==> src/design/pos_pkg.sv <==
`default_nettype none

package pos_pkg;

   // field widths
   localparam int OPCODE_WIDTH    = 2;
   localparam int TIME_WIDTH      = 32;
   localparam int RESULT_WIDTH    = 32;
   localparam int CSR_WIDTH       = 16;
   localparam int CSR_INDEX_WIDTH = 1;

   // shared divider geometry: the dividend is sized for count*100, the divisor for ppm*interval
   localparam int DIV_NUM_WIDTH   = RESULT_WIDTH + 7;
   localparam int DIV_DEN_WIDTH   = CSR_WIDTH + TIME_WIDTH;
   localparam int DIV_CNT_WIDTH   = $clog2(DIV_NUM_WIDTH);

   localparam logic [CSR_WIDTH-1:0] DEFAULT_PULSES_PER_METER_VAL = CSR_WIDTH'(100);
   localparam logic [CSR_WIDTH-1:0] MIN_GAP_RESET = CSR_WIDTH'(1000);

   localparam logic [DIV_NUM_WIDTH-1:0] CM_PER_METRE   = DIV_NUM_WIDTH'(100);
   localparam logic [DIV_NUM_WIDTH-1:0] SPEED_NUMERATOR = DIV_NUM_WIDTH'(1000000000);

   // operation codes
   localparam logic [OPCODE_WIDTH-1:0] OP_PULSE  = 2'd0;
   localparam logic [OPCODE_WIDTH-1:0] OP_CLEAR  = 2'd1;
   localparam logic [OPCODE_WIDTH-1:0] OP_REPORT = 2'd2;

   // register indexes
   localparam logic [CSR_INDEX_WIDTH-1:0] CSR_PPM = 1'd0;
   localparam logic [CSR_INDEX_WIDTH-1:0] CSR_GAP = 1'd1;

   typedef struct packed {
      logic [OPCODE_WIDTH-1:0] opcode;
      logic [TIME_WIDTH-1:0]   timestamp_us;
   } req_type;

   typedef struct packed {
      logic                    pulse_accepted;
      logic [RESULT_WIDTH-1:0] pulse_total;
      logic [RESULT_WIDTH-1:0] distance_cm;
      logic [RESULT_WIDTH-1:0] speed_mm_per_s;
   } rsp_type;

   // controller to datapath
   typedef struct packed {
      logic load_item;
      logic calc_prod;
      logic div_start;
      logic div_sel_speed;
      logic cap_dist;
      logic cap_speed;
      logic load_out;
   } cmd_type;

   // datapath to controller
   typedef struct packed {
      logic div_done;
      logic interval_zero;
   } status_type;

endpackage

`default_nettype wire

==> src/design/pos_div.sv <==
`default_nettype none

module pos_div import pos_pkg::*; (
   input  wire logic                     clock,
   input  wire logic                     reset,
   input  wire logic                     start,
   input  wire logic [DIV_NUM_WIDTH-1:0] dividend,
   input  wire logic [DIV_DEN_WIDTH-1:0] divisor,
   output logic                          done,
   output logic [DIV_NUM_WIDTH-1:0]      quotient
);

   logic [DIV_DEN_WIDTH:0]   rem_ff, rem_in;
   logic [DIV_NUM_WIDTH-1:0] quo_ff, quo_in;
   logic [DIV_DEN_WIDTH-1:0] den_ff;
   logic [DIV_CNT_WIDTH-1:0] cnt_ff;
   logic                     run_ff;
   logic                     done_ff;
   logic [DIV_DEN_WIDTH:0]   trial;
   logic                     fits;

   // one restoring step: shift in the next dividend bit, subtract if it fits
   always_comb begin
      trial  = {rem_ff[DIV_DEN_WIDTH-1:0], quo_ff[DIV_NUM_WIDTH-1]};
      fits   = trial >= {1'b0, den_ff};
      rem_in = fits ? trial - {1'b0, den_ff} : trial;
      quo_in = {quo_ff[DIV_NUM_WIDTH-2:0], fits};
   end

   always_ff @(posedge clock) begin
      if (reset) begin
         run_ff  <= 1'b0;
         done_ff <= 1'b0;
         cnt_ff  <= '0;
      end else begin
         done_ff <= 1'b0;
         if (start) begin
            run_ff <= 1'b1;
            cnt_ff <= DIV_CNT_WIDTH'(DIV_NUM_WIDTH - 1);
         end else if (run_ff) begin
            cnt_ff <= cnt_ff - 1'b1;
            if (cnt_ff == '0) begin
               run_ff  <= 1'b0;
               done_ff <= 1'b1;
            end
         end
      end
   end

   // payload: load operands on start, iterate while running
   always_ff @(posedge clock) begin
      if (start) begin
         rem_ff <= '0;
         quo_ff <= dividend;
         den_ff <= divisor;
      end else if (run_ff) begin
         rem_ff <= rem_in;
         quo_ff <= quo_in;
      end
   end

   assign done     = done_ff;
   assign quotient = quo_ff;

endmodule

`default_nettype wire

==> src/design/pos_dpath.sv <==
`default_nettype none

module pos_dpath import pos_pkg::*; #(
   parameter logic [CSR_WIDTH-1:0] DEFAULT_PULSES_PER_METER = DEFAULT_PULSES_PER_METER_VAL
) (
   input  wire logic                       clock,
   input  wire logic                       reset,
   input  wire req_type                    req_data,
   input  wire logic                       csr_write,
   input  wire logic [CSR_INDEX_WIDTH-1:0] csr_index,
   input  wire logic [CSR_WIDTH-1:0]       csr_wdata,
   input  wire cmd_type                    cmd,
   output status_type                      status,
   output rsp_type                         rsp_data
);

   logic [CSR_WIDTH-1:0]     ppm_ff, gap_ff;
   logic [TIME_WIDTH-1:0]    count_ff, count_in;
   logic [TIME_WIDTH-1:0]    prev_ff, prev_in;
   logic [TIME_WIDTH-1:0]    interval_ff, interval_in;
   logic                     acc_ff, acc_in;
   logic [DIV_DEN_WIDTH-1:0] prod_ff;
   logic [DIV_NUM_WIDTH-1:0] dist_num_ff;
   logic [RESULT_WIDTH-1:0]  dist_ff, speed_ff;
   rsp_type                  rsp_ff;

   logic [CSR_WIDTH-1:0]     ppm_eff;
   logic [TIME_WIDTH-1:0]    dt;
   logic                     have_prev;
   logic                     take;
   logic [DIV_NUM_WIDTH-1:0] div_num;
   logic [DIV_DEN_WIDTH-1:0] div_den;
   logic                     div_done;
   logic [DIV_NUM_WIDTH-1:0] div_quo;
   logic [RESULT_WIDTH-1:0]  div_sat;

   assign ppm_eff = (ppm_ff == '0) ? DEFAULT_PULSES_PER_METER : ppm_ff;

   // configuration registers
   always_ff @(posedge clock) begin
      if (reset) begin
         ppm_ff <= '0;
         gap_ff <= MIN_GAP_RESET;
      end else if (csr_write) begin
         case (csr_index)
            CSR_PPM: ppm_ff <= csr_wdata;
            CSR_GAP: gap_ff <= csr_wdata;
            default: ;
         endcase
      end
   end

   // odometer state update for one item
   always_comb begin
      dt          = req_data.timestamp_us - prev_ff;
      have_prev   = prev_ff != '0;
      take        = !(have_prev && (dt < {{(TIME_WIDTH-CSR_WIDTH){1'b0}}, gap_ff}));
      count_in    = count_ff;
      prev_in     = prev_ff;
      interval_in = interval_ff;
      acc_in      = 1'b0;
      case (req_data.opcode)
         OP_PULSE: begin
            if (take) begin
               if (have_prev) interval_in = dt;
               prev_in  = req_data.timestamp_us;
               if (count_ff != '1) count_in = count_ff + 1'b1;
               acc_in   = 1'b1;
            end
         end
         OP_CLEAR: begin
            count_in    = '0;
            prev_in     = '0;
            interval_in = '0;
         end
         default: ;
      endcase
   end

   always_ff @(posedge clock) begin
      if (reset) begin
         count_ff    <= '0;
         prev_ff     <= '0;
         interval_ff <= '0;
      end else if (cmd.load_item) begin
         count_ff    <= count_in;
         prev_ff     <= prev_in;
         interval_ff <= interval_in;
      end
   end

   // working registers
   always_ff @(posedge clock) begin
      if (cmd.load_item) acc_ff <= acc_in;
      if (cmd.calc_prod) begin
         prod_ff     <= {{CSR_WIDTH{1'b0}}, interval_ff} *
                        {{TIME_WIDTH{1'b0}}, ppm_eff};
         dist_num_ff <= {{(DIV_NUM_WIDTH-TIME_WIDTH){1'b0}}, count_ff} * CM_PER_METRE;
         speed_ff    <= '0;
      end
      if (cmd.cap_dist)  dist_ff  <= div_sat;
      if (cmd.cap_speed) speed_ff <= div_sat;
      if (cmd.load_out) begin
         rsp_ff.pulse_accepted <= acc_ff;
         rsp_ff.pulse_total    <= count_ff;
         rsp_ff.distance_cm    <= dist_ff;
         rsp_ff.speed_mm_per_s <= speed_ff;
      end
   end

   // shared divider operand selection
   assign div_num = cmd.div_sel_speed ? SPEED_NUMERATOR : dist_num_ff;
   assign div_den = cmd.div_sel_speed ? prod_ff
                                      : {{TIME_WIDTH{1'b0}}, ppm_eff};

   pos_div u_div (
      .clock    (clock),
      .reset    (reset),
      .start    (cmd.div_start),
      .dividend (div_num),
      .divisor  (div_den),
      .done     (div_done),
      .quotient (div_quo)
   );

   // saturate the quotient to the result width
   assign div_sat = (|div_quo[DIV_NUM_WIDTH-1:RESULT_WIDTH]) ? '1
                                                             : div_quo[RESULT_WIDTH-1:0];

   assign status.div_done      = div_done;
   assign status.interval_zero = interval_ff == '0;
   assign rsp_data             = rsp_ff;

endmodule

`default_nettype wire

==> src/design/pos_ctrl.sv <==
`default_nettype none

module pos_ctrl import pos_pkg::*; (
   input  wire logic       clock,
   input  wire logic       reset,
   input  wire logic       req_valid,
   output logic            req_stall,
   output logic            rsp_valid,
   input  wire logic       rsp_stall,
   input  wire status_type status,
   output cmd_type         cmd
);

   typedef enum logic [2:0] {
      S_IDLE,
      S_PROD,
      S_DIST_GO,
      S_DIST_RUN,
      S_SPD_GO,
      S_SPD_RUN,
      S_EMIT
   } state_type;

   state_type state_ff, state_in;
   logic      rsp_valid_ff;
   logic      out_free;

   assign out_free = !rsp_valid_ff || !rsp_stall;

   // next state and commands
   always_comb begin
      state_in          = state_ff;
      cmd               = '0;
      cmd.div_sel_speed = (state_ff == S_SPD_GO) || (state_ff == S_SPD_RUN);
      case (state_ff)
         S_IDLE: begin
            if (req_valid) begin
               cmd.load_item = 1'b1;
               state_in      = S_PROD;
            end
         end
         S_PROD: begin
            cmd.calc_prod = 1'b1;
            state_in      = S_DIST_GO;
         end
         S_DIST_GO: begin
            cmd.div_start = 1'b1;
            state_in      = S_DIST_RUN;
         end
         S_DIST_RUN: begin
            if (status.div_done) begin
               cmd.cap_dist = 1'b1;
               state_in     = S_SPD_GO;
            end
         end
         S_SPD_GO: begin
            if (status.interval_zero) begin
               state_in = S_EMIT;
            end else begin
               cmd.div_start = 1'b1;
               state_in      = S_SPD_RUN;
            end
         end
         S_SPD_RUN: begin
            if (status.div_done) begin
               cmd.cap_speed = 1'b1;
               state_in      = S_EMIT;
            end
         end
         S_EMIT: begin
            if (out_free) begin
               cmd.load_out = 1'b1;
               state_in     = S_IDLE;
            end
         end
         default: state_in = S_IDLE;
      endcase
   end

   // hold state and the result valid flag
   always_ff @(posedge clock) begin
      if (reset) begin
         state_ff     <= S_IDLE;
         rsp_valid_ff <= 1'b0;
      end else begin
         state_ff <= state_in;
         if (cmd.load_out) rsp_valid_ff <= 1'b1;
         else if (!rsp_stall) rsp_valid_ff <= 1'b0;
      end
   end

   assign req_stall = state_ff != S_IDLE;
   assign rsp_valid = rsp_valid_ff;

endmodule

`default_nettype wire

==> src/design/pulse_odometer_speed.sv <==
// Channel   Direction  Handshake            Payload
// req_      in         req_valid/req_stall  opcode, timestamp_us
// rsp_      out        rsp_valid/rsp_stall  pulse_accepted, pulse_total, distance_cm, speed
// csr_      in         csr_write            csr_index, csr_wdata
//
// Each item makes one pass of the shared one-bit-a-cycle divider (39 steps) for
// the distance and, unless the stored interval is zero, a second for the speed;
// no new item is taken before the one in work is loaded into the output register.
// Reset is synchronous and returns the counters, configuration registers and control state to their reset values.
// A result waits in the output register under rsp_stall; the next item is
// taken meanwhile and only its final load waits for that register to drain.
`default_nettype none

module pulse_odometer_speed import pos_pkg::*; #(
   parameter logic [CSR_WIDTH-1:0] DEFAULT_PULSES_PER_METER = DEFAULT_PULSES_PER_METER_VAL
) (
   input  wire logic                       clock,
   input  wire logic                       reset,
   input  wire logic                       req_valid,
   output logic                            req_stall,
   input  wire req_type                    req_data,
   output logic                            rsp_valid,
   input  wire logic                       rsp_stall,
   output rsp_type                         rsp_data,
   input  wire logic                       csr_write,
   input  wire logic [CSR_INDEX_WIDTH-1:0] csr_index,
   input  wire logic [CSR_WIDTH-1:0]       csr_wdata
);

   cmd_type    cmd;
   status_type status;

   pos_ctrl u_ctrl (
      .clock     (clock),
      .reset     (reset),
      .req_valid (req_valid),
      .req_stall (req_stall),
      .rsp_valid (rsp_valid),
      .rsp_stall (rsp_stall),
      .status    (status),
      .cmd       (cmd)
   );

   pos_dpath #(
      .DEFAULT_PULSES_PER_METER (DEFAULT_PULSES_PER_METER)
   ) u_dpath (
      .clock     (clock),
      .reset     (reset),
      .req_data  (req_data),
      .csr_write (csr_write),
      .csr_index (csr_index),
      .csr_wdata (csr_wdata),
      .cmd       (cmd),
      .status    (status),
      .rsp_data  (rsp_data)
   );

`ifndef SYNTH
   // an accepted beat makes the block busy on the next cycle
   a_busy_after_accept: assert property (@(posedge clock) disable iff (reset)
      (req_valid && !req_stall) |=> req_stall)
      else $error("block not busy after accepting a beat");

   // a new result only appears after the block has been working
   a_result_after_work: assert property (@(posedge clock) disable iff (reset)
      $rose(rsp_valid) |-> $past(req_stall))
      else $error("result raised without work");

   // a counted pulse always leaves a non-zero total
   a_count_nonzero: assert property (@(posedge clock) disable iff (reset)
      (rsp_valid && rsp_data.pulse_accepted) |-> (rsp_data.pulse_total != '0))
      else $error("accepted pulse with zero total");
`endif

endmodule

`default_nettype wire
==> config.mk <==
export PLATFORM = sky130hd
export DESIGN_NAME = pulse_odometer_speed
export DESIGN_NICKNAME = d
export VERILOG_FILES = /design/src/design/pos_pkg.sv /design/src/design/pos_div.sv /design/src/design/pos_dpath.sv /design/src/design/pos_ctrl.sv /design/src/design/pulse_odometer_speed.sv
export SDC_FILE = /design/constraint.sdc
export NUM_CORES = 2
export LEC_CHECK = 0
export BUFFER_PORTS_ARGS = -buffer_cell sky130_fd_sc_hd__buf_4
export CORE_ASPECT_RATIO = 1.5
export CORE_UTILIZATION = 56
export CTS_BUF_LIST = sky130_fd_sc_hd__clkbuf_4
export CTS_CLUSTER_DIAMETER = 100
export DETAILED_ROUTE_END_ITERATION = 8
export PLACE_DENSITY = 0.74
export SYNTH_ARGS = -nofsm -noshare
export SYNTH_HDL_FRONTEND = slang
export SYNTH_SLANG_ARGS = --single-unit
==> constraint.sdc <==
create_clock -name clock -period 10.42 [get_ports clock]
set_clock_uncertainty 0.05 [all_clocks]
set_input_delay 0 -clock clock [delete_from_list [all_inputs] [get_ports clock]]
set_output_delay 0 -clock clock [all_outputs]
set_load 0.1 [all_outputs]
==> impl_metrics.env <==
export IMPL_fin_nets=5713
export IMPL_synth_edff_count=334
export IMPL_final_cells=6007
export IMPL_drc_errors=0
export IMPL_cts_tree="yes"
export IMPL_final_hold_viol_count=0
export IMPL_core_area_um2=77400
export IMPL_pre_cts_ws_ns=1.68
export IMPL_syn_nets=5400
export IMPL_setup_tns_ns=0
export IMPL_synth_flop_cell="edfxtp_1"
export IMPL_ys_warn_count=0
export IMPL_cp_end_kind="flip-flop"
export IMPL_area_growth_pct=13.1
export IMPL_drtPass1Iterations=7
export IMPL_synthTopCellsByCount="inv_1 (720), nand2_1 (680), fa_1 (447), edfxtp_1 (334), ha_1 (318)"
export IMPL_ys_seq_area_share_pct=31.6
export IMPL_r2r_start="u_dpath.ppm_ff[0]$_SDFFE_PP0P_"
export IMPL_p_leak_nw=22.4
export IMPL_netlist_instances=4579
export IMPL_gp_congestion=0.912
export IMPL_ant_nets=0
export IMPL_max_freq_mhz=113
export IMPL_period_minus_slack_ns=8.83
export IMPL_drv_cap=0
export IMPL_dieArea_um2=79200
export IMPL_grt_use_total_pct=29.1
export IMPL_cts_sinks=522
export IMPL_cts_buffer_depth=3
export IMPL_row_count=125
export IMPL_cts_root_buf="clkbuf_4"
export IMPL_htreeDepth=3
export IMPL_cp_max_fo=35
export IMPL_ys_top_cells_by_area="edfxtp_1 (23%), fa_1 (20%), ha_1 (9.1%)"
export IMPL_vias=33866
export IMPL_crit_type="flip-flop to flip-flop"
export IMPL_critPathLaunch="u_dpath.ppm_ff[0]$_SDFFE_PP0P_"
export IMPL_wl_per_cell_um=18.9
export IMPL_hp_class="input port to flip-flop"
export IMPL_rsz0062_at_grt="no"
export IMPL_dp_hpwl_mm=79.7
export IMPL_antenna_found_initial=4
export IMPL_numCtsBuffers=121
export IMPL_yosys_area_top_type="edfxtp_1"
export IMPL_clk_latency_ns=1.03
export IMPL_finalSetupViolCount=0
export IMPL_yosysMostFrequentCell="inv_1"
export IMPL_design_area_um2=49400
export IMPL_io_buffers=154
export IMPL_die_h_um=344
export IMPL_cp_endpoint="u_dpath.prod_ff[47]$_DFFE_PP_"
export IMPL_grt_pass1_vias=34887
export IMPL_place_inst=5585
export IMPL_r2r_slack_ns=1.59
export IMPL_finalCritPeriodShare_pct=84.8
export IMPL_hold_slack_ns=0.120
export IMPL_drt_wl_total_mm=114
export IMPL_synth_top_area_share_pct=22.9
export IMPL_clkTransAtPathRegs_ns=0.07
export IMPL_peakVddDrop_uv=100
export IMPL_grt_first_pass_wirelength_mm=181
export IMPL_synth_async_reset_ratio_pct=0
export IMPL_tightestPinTransition_ns=1.14
export IMPL_die_x_um=230
export IMPL_crit_path_start_kind="flip-flop"
export IMPL_status="complete, no violations"
export IMPL_ctsResizeCount=0
export IMPL_ys_types=84
export IMPL_relSlewSlack_pct=23.7
export IMPL_routed_via_density=5.64
export IMPL_drive_gt1_share_pct=9.30
export IMPL_grt_overflow_total=0
export IMPL_yosys_register_bits=522
export IMPL_fillers=6136
export IMPL_drv_slew=0
export IMPL_final_setup_worst_slack_ns=1.59
export IMPL_initial_utilization_pct=56.5
export IMPL_place_area_um2=45700
export IMPL_grt_max_degree=99
export IMPL_cp_arrival_ns=9.55
export IMPL_ioPinCount=155
export IMPL_drt_iter0_drc=1686
export IMPL_powerDensity_nw_per_um2=127
export IMPL_r2r_cells=27
export IMPL_syn_mean_instance_area_um2=9.55
export IMPL_cp_data_required_time_ns=11.13
export IMPL_synth_cell_area_um2=43700
export IMPL_reg2reg_to="u_dpath.prod_ff[47]$_DFFE_PP_"
[state kept, by name (all words and copies together), names as in the netlist, 3 cells and up]
name                    count
u_dpath.ppm_ff             16
u_dpath.interval_ff        32
u_dpath.u_div.rem_ff       48
u_dpath.u_div.cnt_ff        6
u_dpath.prod_ff            48
u_dpath.dist_num_ff        37
u_dpath.prev_ff            32
u_ctrl.state_ff             3
u_dpath.speed_ff           32
u_dpath.dist_ff            32
u_dpath.gap_ff             16
u_dpath.u_div.den_ff       48
u_dpath.count_ff           32
u_dpath.u_div.quotient     39
u_dpath.rsp_data           97
[routing by layer]
metal | routed length, µm | global-route usage (%)
met5 | 13 | 0
met4 | 6450 | 17.0
met3 | 7890 | 5.84
met2 | 57300 | 51.4
met1 | 42100 | 32.4
[layout make-up]
class | count | area (µm²) | share of cell area [%]
Sequential cell | 522 | 13800 | 27.9
Tap cell | 1016 | 1270 | 2.57
Multi-Input combinational cell | 3123 | 26400 | 53.4
Antenna cell | 1 | 2.50 | 0.00506
Timing Repair Buffer | 403 | 3540 | 7.15
Inverter | 721 | 2710 | 5.48
Clock buffer | 159 | 1190 | 2.41
Clock inverter | 62 | 531 | 1.07
[critical path: stages (launching register included)]
cell      delay [ns]
dfxtp_1         0.31
buf_4           0.26
nor4_1          0.31
nand4_1         0.19
nand2b_1        0.64
nand2_1         0.18
fa_1            0.54
fa_1            0.59
fa_1            0.45
fa_1            0.54
inv_1           0.05
fa_1            0.47
inv_1           0.05
fa_1            0.47
inv_1           0.05
ha_1            0.32
inv_1           0.11
o21bai_1        0.09
a211oi_1        0.30
o21ai_0         0.16
o21ai_0         0.47
a211oi_1        0.26
nor4_1          0.58
nor2_1          0.25
a211oi_1        0.47
o31ai_1         0.15
a21oi_1         0.19
xnor2_1         0.07
[worst min path at each step]
stage,start,end,cells after the start
3_5_place_dp,csr_wdata[8],u_dpath.gap_ff[8]$_SDFFE_PP1P_,3
4_1_cts,req_data[32],u_dpath.interval_ff[26]$_SDFFE_PP0P_,5
5_1_grt,req_data[32],u_dpath.interval_ff[26]$_SDFFE_PP0P_,5
2_1_floorplan,csr_wdata[0],u_dpath.gap_ff[0]$_SDFFE_PP0P_,2
6_report,req_data[32],u_dpath.interval_ff[26]$_SDFFE_PP0P_,5
3_3_place_gp,csr_wdata[8],u_dpath.gap_ff[8]$_SDFFE_PP1P_,3
[cells by family (layout without fill, tap and decap cells)]
kind of cell    after synthesis  in the layout  synth area share [%]
flops                       522            522                  31.6
compound gates              661            661                  9.78
other cells                   0              1                     0
simple gates               1472           1472                  16.2
buf+inv                     934           1345                  8.16
mux                          86             86                  1.98
xor+xnor                    139            139                  2.79
fa+ha+maj                   765            765                  29.6
[timing repair]
item                      in CTS  in global routing
setup buffers                  0                  0
hold buffers                 200                  0
hold endpoints to repair     239                  0
[cell usage in the layout (no fill, tap or decap), drive strengths merged, types with 7 or more instances in the layout]
cell type and instances:
inv 728, nand2 680, fa 447, edfxtp 334, ha 318, and2 273, a21oi 223, buf 204
dlygate4sd3 199, dfxtp 188, clkbuf 159, nor2 147, o21ai 115, xnor2 93, mux2i 83, a21o 83
nand3 81, a211oi 54, nor2b 54, clkinv 47, xor2 46, or2 41, nor3 36, nand4 35
nor4 32, a22o 31, nand2b 28, o21bai 23, and3 23, a31oi 17, or3 16, o21a 13
o211ai 13, a21boi 11, o31ai 10, and4 8, bufinv 8, a31o 7
[per-stage QoR]
stage / power (mW) / util [%]
global route: 6.64 / 63.9
global placement: 4.34 / 59.0
detailed placement: 4.38 / 59.0
floorplan: 3.93 / -
finish: 6.27 / 63.9
CTS: 6.28 / 63.9
[report_power, final]
group | internal [mW] | switching [mW]
combinational | 0.778 | 1.14
clock | 0.937 | 0.898
sequential | 2.38 | 0.144
Note: power is estimated with default switching activity, not from simulation.
